[src/rtl/rsd_pkg.sv]
`timescale 1ns / 1ps
package rsd_pkg;

	localparam int RSD_MAX_WIDTH   = 4096;
	localparam int RSD_QUEUE_DEPTH = 2;
	localparam int RSD_COL_W       = 13;

	// result status codes
	localparam logic [2:0] STATUS_TAKEN   = 3'd0;
	localparam logic [2:0] STATUS_READY   = 3'd1;
	localparam logic [2:0] STATUS_REFUSED = 3'd2;
	localparam logic [2:0] STATUS_PIXEL   = 3'd3;
	localparam logic [2:0] STATUS_NONE    = 3'd4;

	// item commands
	localparam logic CMD_PUSH  = 1'b0;
	localparam logic CMD_FETCH = 1'b1;

	// configuration register indexes
	localparam logic [1:0] REG_WIDTH  = 2'd0;
	localparam logic [1:0] REG_HEIGHT = 2'd1;

	typedef struct packed {
		logic       command;
		logic [7:0] data_byte;
	} item_t;

	typedef struct packed {
		logic [2:0]  status;
		logic [31:0] red_float;
		logic [31:0] green_float;
		logic [31:0] blue_float;
		logic        last_of_row;
		logic        last_of_image;
	} result_t;

	// one rgbe channel to an ieee single, value = m * 2^(e - 136)
	function automatic logic [31:0] rgbe_to_float(input logic [7:0] m, input logic [7:0] e);
		logic [2:0]  p;
		logic [8:0]  biased;
		logic [31:0] r;
		logic [22:0] frac;
		p = 3'd0;
		for (int i = 1; i < 8; i++) begin
			if (m[i]) p = 3'(i);
		end
		biased = 9'({1'b0, e}) + 9'(p) - 9'd9;
		frac = 23'({m, 15'b0} << (4'd8 - 4'(p)));
		if (e == 8'd0 || m == 8'd0) begin
			r = 32'd0;
		end else if (!biased[8] && biased != 9'd0) begin
			r = {1'b0, biased[7:0], frac};
		end else begin
			r = 32'(m) << (e[4:0] + 5'd13);
		end
		return r;
	endfunction

endpackage

[src/rtl/rsd_item_queue.sv]
`timescale 1ns / 1ps
module rsd_item_queue (
	input  logic           clk,
	input  logic           arst_n,
	input  logic           push,
	input  rsd_pkg::item_t push_item,
	output logic           full,
	input  logic           pop,
	output rsd_pkg::item_t head_item,
	output logic           head_valid
);
	import rsd_pkg::*;

	localparam int PW = (RSD_QUEUE_DEPTH > 1) ? $clog2(RSD_QUEUE_DEPTH) : 1;
	localparam int CW = $clog2(RSD_QUEUE_DEPTH + 1);

	item_t          slot_q [RSD_QUEUE_DEPTH];
	logic [PW-1:0]  wr_ptr_q;
	logic [PW-1:0]  rd_ptr_q;
	logic [CW-1:0]  count_q;
	logic           do_push;
	logic           do_pop;

	assign full       = (count_q == CW'(RSD_QUEUE_DEPTH));
	assign head_valid = (count_q != '0);
	assign head_item  = slot_q[rd_ptr_q];
	assign do_push    = push && !full;
	assign do_pop     = pop && head_valid;

	// storage
	always_ff @(posedge clk) begin
		if (do_push) slot_q[wr_ptr_q] <= push_item;
	end

	// pointers and fill level
	always_ff @(posedge clk or negedge arst_n) begin
		if (!arst_n) begin
			wr_ptr_q <= '0;
			rd_ptr_q <= '0;
			count_q  <= '0;
		end else begin
			if (do_push) begin
				wr_ptr_q <= (wr_ptr_q == PW'(RSD_QUEUE_DEPTH - 1)) ? '0 : wr_ptr_q + 1'b1;
			end
			if (do_pop) begin
				rd_ptr_q <= (rd_ptr_q == PW'(RSD_QUEUE_DEPTH - 1)) ? '0 : rd_ptr_q + 1'b1;
			end
			count_q <= count_q + CW'(do_push) - CW'(do_pop);
		end
	end

	a_count_bound: assert property (@(posedge clk) disable iff (!arst_n)
		count_q <= CW'(RSD_QUEUE_DEPTH)) else $error("queue overfilled");
	a_empty_no_pop: assert property (@(posedge clk) disable iff (!arst_n)
		(count_q == '0 && !push) |=> (count_q == '0)) else $error("queue level moved");
	a_level_step: assert property (@(posedge clk) disable iff (!arst_n)
		(do_push && !do_pop) |=> (count_q == $past(count_q) + 1'b1))
		else $error("queue lost a push");

endmodule

[config.mk]
export PLATFORM = sky130hd
export DESIGN_NAME = rsd_item_queue
export DESIGN_NICKNAME = d
export VERILOG_FILES = /design/src/rtl/rsd_pkg.sv /design/src/rtl/rsd_item_queue.sv
export SDC_FILE = /design/constraint.sdc
export NUM_CORES = 1
export LEC_CHECK = 0
export ABC_CLOCK_PERIOD_IN_PS = 2650
export BUFFER_PORTS_ARGS = -buffer_cell sky130_fd_sc_hd__buf_2
export CAP_MARGIN = 20
export CORE_MARGIN = 2
export CORE_UTILIZATION = 40
export DETAILED_ROUTE_END_ITERATION = 8
export GPL_TIMING_DRIVEN = 0
export MAX_ROUTING_LAYER = met4
export PLACE_DENSITY = 0.75
export RECOVER_POWER = 50
export SYNTH_ARGS = -nofsm -noshare
export SYNTH_HDL_FRONTEND = slang
export SYNTH_SLANG_ARGS = --single-unit
[constraint.sdc]
create_clock -name clk -period 2.65 [get_ports clk]
set_input_delay 0 -clock clk [delete_from_list [all_inputs] [get_ports clk]]
set_output_delay 0 -clock clk [all_outputs]
set_load 0.01 [all_outputs]
# After elaboration in Yosys (flattened, before gate mapping)
# Memory sizes are Yosys's and may differ from the RTL's.
# Index checks and enable logic that the tools add are counted.
# totals
wordCells	17
output_inout_bits	11
input_bits	13
ram_bits	18
reg_bits	4
memories	1
# mem_list
name	words	word_bits	rd	rd_clocked_by_memory_dff	write_ports	line	source
slot_q	2	9	1	0	1	rsd_item_queue.sv:17	item_t slot_q [RSD_QUEUE_DEPTH];
# classes
reduce_logical	4
n_addsub	4
eq_ne	1
n_mux	4
# op_table
cell	count
1-bit 2-to-1 mux	4
1-bit adder, second input constant	2
2-bit by 1-bit adder with 2-bit output	1
2-bit == test, second input constant	1
1-bit logical AND	2
2-bit nonzero test	1
2-bit by 1-bit subtractor with 2-bit output	1
1-bit logical NOT	1

# Logic depth before layout (Yosys ltp)
# Gate-level depths: netlist of the first run.
# logic_depth
word_depth	5
ltp_mapped	7
mapped_depth_nobuf	7

# Worst setup path before layout of the first run
# No wires, ideal clock.
# synth_timing
kind	reg2reg
startpoint	register count_q[1]
endpoint	register count_q[1]
path_slack_ns	1.013
arrival_ns	1.514
t_required_ns	2.527
synth_period_minus_slack_ns	1.637
path_buffers	0
path_stages_with_launch	8
setup_time_ns	0.123
cell_sequence	dfrtp_1 -> or2_4 -> and2_4 -> ha_1 -> inv_1 -> ha_1 -> xnor2_1 -> xnor2_1
# synth_between
elab_cells_between_ends	7
classes_between	add/sub (2); eq/ne (1); reduce/logical (4)
# synth_rtl
item	line	source
start, declared	rsd_item_queue.sv:20	logic [CW-1:0] count_q;
start signal, assigned	rsd_item_queue.sv:48	count_q <= count_q + CW'(do_push) - CW'(do_pop);
2-bit nonzero test	rsd_item_queue.sv:25	assign head_valid = (count_q != '0);
net head_valid	rsd_item_queue.sv:10	output logic head_valid
1-bit logical AND	rsd_item_queue.sv:28	assign do_pop = pop && head_valid;
net do_pop	rsd_item_queue.sv:22	logic do_pop;
2-bit by 1-bit subtractor with 2-bit output	rsd_item_queue.sv:48	
# The timed path passes the listed nets, and every way through them passes these cells.
# A chain may end at the register's enable or synchronous reset.

# Final worst setup path of the first run
# layout_timing
startpoint	register count_q[1]
endpoint	register count_q[1]
# layout_between
elab_cells_between_ends	7
classes_between	add/sub (2); eq/ne (1); reduce/logical (4)
# layout_rtl
item	line
2-bit nonzero test	rsd_item_queue.sv:25
1-bit logical AND	rsd_item_queue.sv:28
net do_pop	rsd_item_queue.sv:22
2-bit by 1-bit subtractor with 2-bit output	rsd_item_queue.sv:48
# The timed path passes the listed nets, and every way through them passes these cells.

==> run_results.csv, run 1 <==
group,metric,value,unit
power,leakage,0.444,nW
cts,worstSkewPairLatency,0.30,ns
worst_setup_path,critPathSlowestCell,"dfrtp_1",
drt,final_antenna_net_count,0,
timing,post-route-period-util,66.2,%
worst_setup_path,regToRegSetupSlack,0.89,ns
layout,fillers,169,
place,gp_congestion,0.645,
synthesis,synth_top_area_share,63.4,%
global_routing,antenna_found_initial,0,
layout,area.growth.synth_to_final,33.9,%
synthesis,yosysWarnings,0,
worst_setup_path,crit_chain,"or2_2, and2_4, ha_1, inv_1, ha_1, xnor2_1, xnor2_1",
timing,max_clock_freq,570,MHz
synthesis,syn-cell-area,852,µm²
timing,slew_violations,0,
timing,period_needed,1.76,ns
worst_setup_path,path_buf_inv,1,
worst_setup_path,reg2reg_depth,7,
cts,postCtsResizedCells,0,
timing,whs,0.0291,ns
cts,cts_tree,"done",
synthesis,syn_area_per_cell,18.5,µm²
power,combPwrFrac,36.3,%
drt,drc,0,
drt,first_pass_iters,2,
worst_setup_path,cp_slowest_stage_delay,0.43,ns
cts,clkTransAtPathRegs,0.12,ns
drt,via_per_inst,4.49,
synthesis,async_flop_share,18.2,%
place,hpwl,940,µm
worst_setup_path,r2r-end,"count_q[1]",
place,io_buffers,23,
cts,cts_buffers,3,
power,p_per_area,952,nW/µm²
layout,drive_gt1_share,32.9,%
power,swShare,29.9,%
drt,first_iter_violations,6,
synthesis,yosysUniqueCellTypes,14,
timing,rsz0062_at_grt,"no",
synthesis,yosys.area.top_type,"edfxtp_1",
synthesis,synth_most_common_cell,"edfxtp_1",
power,p_clk_share,16.3,%
synthesis,yosysSeqAreaShare,75.2,%
worst_setup_path,critPathKind,"flip-flop to flip-flop",
run,max_cap_violations,0,
cts,cts_buffer_depth,2,
cts,cts_sinks,22,
layout,finalNetCount,101,
drt,vias,503,
synthesis,synthFlopType,"edfxtp_1",
synthesis,synth_edf_count,18,
timing,hold_violations,0,
worst_setup_path,cp-start-kind,"flip-flop",
worst_setup_path,crit_end,"count_q[1]",
floorplan,die_area,2520,µm²
floorplan,dieHeight,50.2,µm
floorplan,core_area,1980,µm²
floorplan,row_count,16,
floorplan,boundaryPins,24,
power,p_seq_share,47.4,%
worst_setup_path,crit_arrival,1.99,ns
synthesis,syn-num-nets,61,
power,peakVddDrop,0.600,mV
global_routing,grt_util_all_layers,13.1,%
power,power_switching,325,µW
floorplan,start_util,43.0,%
global_routing,grt_pass1_wl,2.26,mm
power,intPower,762,µW
drt,drt_wl_total,1.40,mm
global_routing,grt_overflow,0,
floorplan,die_w,50.2,µm
cts,cts_max_level,1,
worst_hold_path,hold_class,"primary input to flip-flop",
worst_setup_path,crit_fanout,3,
worst_setup_path,reg2reg_from,"count_q[1]",
timing,setup_tns,0,ns
synthesis,synth_commonest_cells,"edfxtp_1, mux2_2, dfrtp_1",
worst_setup_path,cp_num_cells,7,
worst_setup_path,crit_path_end_kind,"flip-flop",
layout,diodes,0,
timing,setup_viol,0,
synthesis,ys_ff_latch,22,
cts,cts_root_buffer,"clkbuf_4",
worst_setup_path,path_delay_family,"simple AND/OR/NAND/NOR gates",
synthesis,synthCells,46,
synthesis,yosys-top-cells-area,"edfxtp_1, mux2_2, dfrtp_1",
timing,skew,0.00573,ns
drt,wire_per_inst,12.5,µm
timing,relSlewSlack,47.0,%
worst_setup_path,startpoint,"count_q[1]",
global_routing,grt_max_degree,13,
timing,tightest_slew,0.792,ns
global_routing,grt_pass1_vias,482,
status,status,"finished clean",
worst_setup_path,cp.required,2.88,ns
## worst min path at each step
stage,start,end,slack [ns],cells after the start
floorplan,arst_n,count_q[0],-0.30,0
detailed placement,arst_n,wr_ptr_q,-0.19,1
global route,push,wr_ptr_q,0.03,3
finish,push,wr_ptr_q,0.03,3
global placement,arst_n,count_q[0],-0.19,1
CTS,arst_n,count_q[0],0.01,2
## layout by cell type (no fill, tap or decap), drive strengths merged
master,synthesis,final
and2,1,1
and3,1,1
buf,1,13
clkbuf,0,15
dfrtp,4,4
dlygate4sd3,0,12
edfxtp,18,18
ha,2,2
inv,2,2
mux2,9,9
nand2,1,1
nand2b,1,1
nor2,1,1
or2,1,1
xnor2,3,3
xor2,1,1
## power by group through the flow
| stage | registers, mW | clock network [mW] | logic, mW |
|---|---|---|---|
| 6_report | 0.515 | 0.177 | 0.394 |
| 5_1_grt | 0.523 | 0.201 | 0.435 |
| 4_1_cts | 0.517 | 0.183 | 0.414 |
| 3_5_place_dp | 0.525 | 0 | 0.398 |
| 3_3_place_gp | 0.520 | 0 | 0.389 |
| 2_1_floorplan | 0.515 | 0 | 0.279 |
## cell families after synthesis
| family | after synthesis | synth area share (%) |
|---|---|---|
| and+or+nand+nor | 6 | 4.41 |
| xor gates and xnor gates | 4 | 4.11 |
| muxes | 9 | 11.9 |
| buffers and inverters | 3 | 1.47 |
| adders and majority gates | 2 | 2.94 |
| DFF | 22 | 75.2 |
## flip-flops by register name, indices dropped and copies added, names as in the netlist
signal / count
slot_q: 18
rd_ptr_q: 1
wr_ptr_q: 1
count_q: 2
## stage by stage
step	power, mW	cells	utilization (%)	instance area (µm²)	worst slack, ns
after global placement	0.909	96	50.5	1000	1.00
after CTS	1.11	111	57.9	1150	0.932
after floorplan	0.794	46	-	852	1.01
after global routing	1.16	112	57.6	1140	0.842
final	1.09	112	57.6	1140	0.895
after detailed placement	0.924	96	50.5	1000	0.970
## final cells by class
| type | instances | area [µm²] | area share, % |
|---|---|---|---|
| plain buffers | 1 | 5.00 | 0.439 |
| clock buffers | 4 | 36.3 | 3.18 |
| inverters | 2 | 7.51 | 0.658 |
| multi-input cells | 21 | 196 | 17.2 |
| flip-flops and latches | 22 | 641 | 56.1 |
| well taps | 27 | 33.8 | 2.96 |
| repair buffers | 35 | 221 | 19.4 |
## routing by layer
metal	GRT usage [%]	share of wire, %
met4	8.33	2.4
met3	2.68	5.2
met1	15.3	43
met2	20.6	49
met5	-	0
## worst register-to-register path, stage by stage, from the launching register on
cell and delay [ns]:
dfrtp_1 0.43, or2_2 0.32, and2_4 0.17, ha_1 0.26, inv_1 0.04, ha_1 0.18, xnor2_1 0.16, xnor2_1 0.13
## what timing repair did
item,4_1_cts,5_1_grt
hold buffers,11,1
endpoints found under the hold margin,23,3
buffers inserted,0,0
(Power assumes the default switching activity.)
==> run 2, diff against run 1 <==
Settings changed: ABC_CLOCK_PERIOD_IN_PS 2650 to 1710.
Clock period 2.65 ns to 1.71 ns, I/O delays scaled along.
==> run_results.csv, run 2 (same netlist as run 1, synthesis figures left out) <==
group,metric,value,unit
drt,vias,510,
timing,whs,0.0497,ns
power,leakage,0.453,nW
timing,period_needed,1.66,ns
drt,drt_wl_total,1.45,mm
timing,post-route-period-util,97.3,%
global_routing,top_usage_layer,"met2",
timing,tightest_slew,0.491,ns
cts,cts_sinks,22,
layout,fin_util,58.5,%
worst_setup_path,cp-start-kind,"flip-flop",
global_routing,grt_pass1_wl,2.31,mm
layout,area.growth.synth_to_final,36.0,%
floorplan,boundaryPins,24,
place,pre_cts_ws,0.0305,ns
floorplan,die_area,2520,µm²
cts,cts_root_buffer,"clkbuf_4",
timing,skew,0.00240,ns
place,gp_congestion,0.645,
cts,worstSkewPairLatency,0.30,ns
global_routing,grt_util_all_layers,13.4,%
layout,fillers,171,
worst_setup_path,crit_fanout,3,
drt,final_antenna_net_count,0,
worst_setup_path,startpoint,"count_q[1]",
floorplan,row_count,16,
worst_setup_path,crit_chain,"or2_4, and2_4, ha_1, inv_1, ha_2, xnor2_1, xnor2_1",
layout,diodes,0,
worst_setup_path,regToRegSetupSlack,0.05,ns
timing,max_clock_freq,601,MHz
floorplan,dieHeight,50.2,µm
worst_setup_path,critPathSlowestCell,"dfrtp_1",
layout,finalNetCount,102,
cts,cts_buffer_depth,2,
timing,setup_tns,0,ns
worst_setup_path,crit_arrival,1.90,ns
global_routing,antenna_found_initial,0,
worst_setup_path,critPathKind,"flip-flop to flip-flop",
power,peakVddDrop,0.906,mV
cts,cts_max_level,1,
timing,slew_violations,0,
timing,hold_violations,0,
global_routing,grt_overflow,0,
worst_setup_path,cp_num_cells,7,
layout,top_regs,"slot_q x18, count_q x2",
timing,setup_viol,0,
cts,cts_tree,"done",
global_routing,grt_pass1_vias,487,
timing,setup_ws,0.0455,ns
global_routing,grtUsageMet2,21.1,%
timing,rsz0062_at_grt,"no",
floorplan,core_area,1980,µm²
place,io_buffers,23,
timing,relSlewSlack,67.2,%
global_routing,use_met1,15.7,%
worst_setup_path,cp.required,1.94,ns
worst_setup_path,cp_common_cell,"xnor2_1",
layout,largest_register_ffs,18,
global_routing,grt_max_degree,13,
drt,first_pass_iters,4,
drt,via_per_inst,4.51,
global_routing,use_met3,2.68,%
worst_hold_path,hold_class,"primary input to flip-flop",
layout,drive_gt1_share,38.4,%
worst_setup_path,reg2reg_from,"count_q[1]",
place,hpwl,940,µm
worst_setup_path,reg2reg_depth,7,
layout,regMostFlops,"slot_q",
worst_setup_path,r2r-end,"count_q[1]",
status,status,"finished clean",
layout,final_cell_mix,"edfxtp_1, buf_2, dlygate4sd3_1",
worst_setup_path,path_delay_family,"flip-flops",
worst_setup_path,crit_end,"count_q[1]",
worst_setup_path,cp_slowest_stage_delay,0.43,ns
power,p_per_area,1490,nW/µm²
drt,drc,0,
worst_setup_path,crit_path_end_kind,"flip-flop",
floorplan,start_util,43.0,%
drt,first_iter_violations,7,
floorplan,die_w,50.2,µm
layout,final_common_cell,"edfxtp_1",
drt,wire_per_inst,12.9,µm
cts,cts_buffers,3,
cts,clkTransAtPathRegs,0.11,ns
run,max_cap_violations,0,
worst_setup_path,path_buf_inv,1,
==> run 2: tightest hold or removal path: stages <==
cell and delay (ns):
buf_2 0.10, nand2_1 0.13, xnor2_1 0.08
==> run 2: routing by layer <==
layer  up-vias  wire, µm
li1        245         -
met1       242       589
met2        19       744
met3         4        86
met4         0        33
met5         -         0
==> run 2: timing repair <==
action	CTS	global route
endpoints found under the setup margin	4	1
hold buffers	11	1
pin swaps	0	3
resized for setup	1	1
setup buffers	0	1
endpoints found under the hold margin	23	3
==> run 2: metrics by stage <==
stage               power, mW  cell area (µm²)  cells
floorplan                1.23              852     46
global placement         1.41             1000     96
detailed placement       1.43             1000     96
CTS                      1.73             1150    111
global route             1.85             1160    113
finish                   1.73             1160    113
==> run 2: power by group <==
part           total (mW)  internal (mW)  switching [mW]
clock network       0.275          0.130           0.145
logic               0.651          0.335           0.317
registers           0.803          0.748          0.0552
==> run 2: cell type report <==
type	count	area [µm²]	share of cell area [%]
Tap cell	27	33.8	2.92
Inverter	2	7.51	0.648
Timing Repair Buffer	36	231	20.0
Multi-Input combinational cell	21	204	17.6
Buffer	1	5.00	0.432
Clock buffer	4	36.3	3.13
Sequential cell	22	641	55.3
==> run 2: worst min-delay path by stage <==
stage	to	startpoint	slack, ns	depth (start not counted)
after floorplan	count_q[0]	arst_n	-0.30	0
after global placement	count_q[0]	arst_n	-0.19	1
after detailed placement	wr_ptr_q	arst_n	-0.19	1
after CTS	count_q[0]	arst_n	0.01	2
after global routing	wr_ptr_q	push	0.05	3
final	wr_ptr_q	push	0.05	3
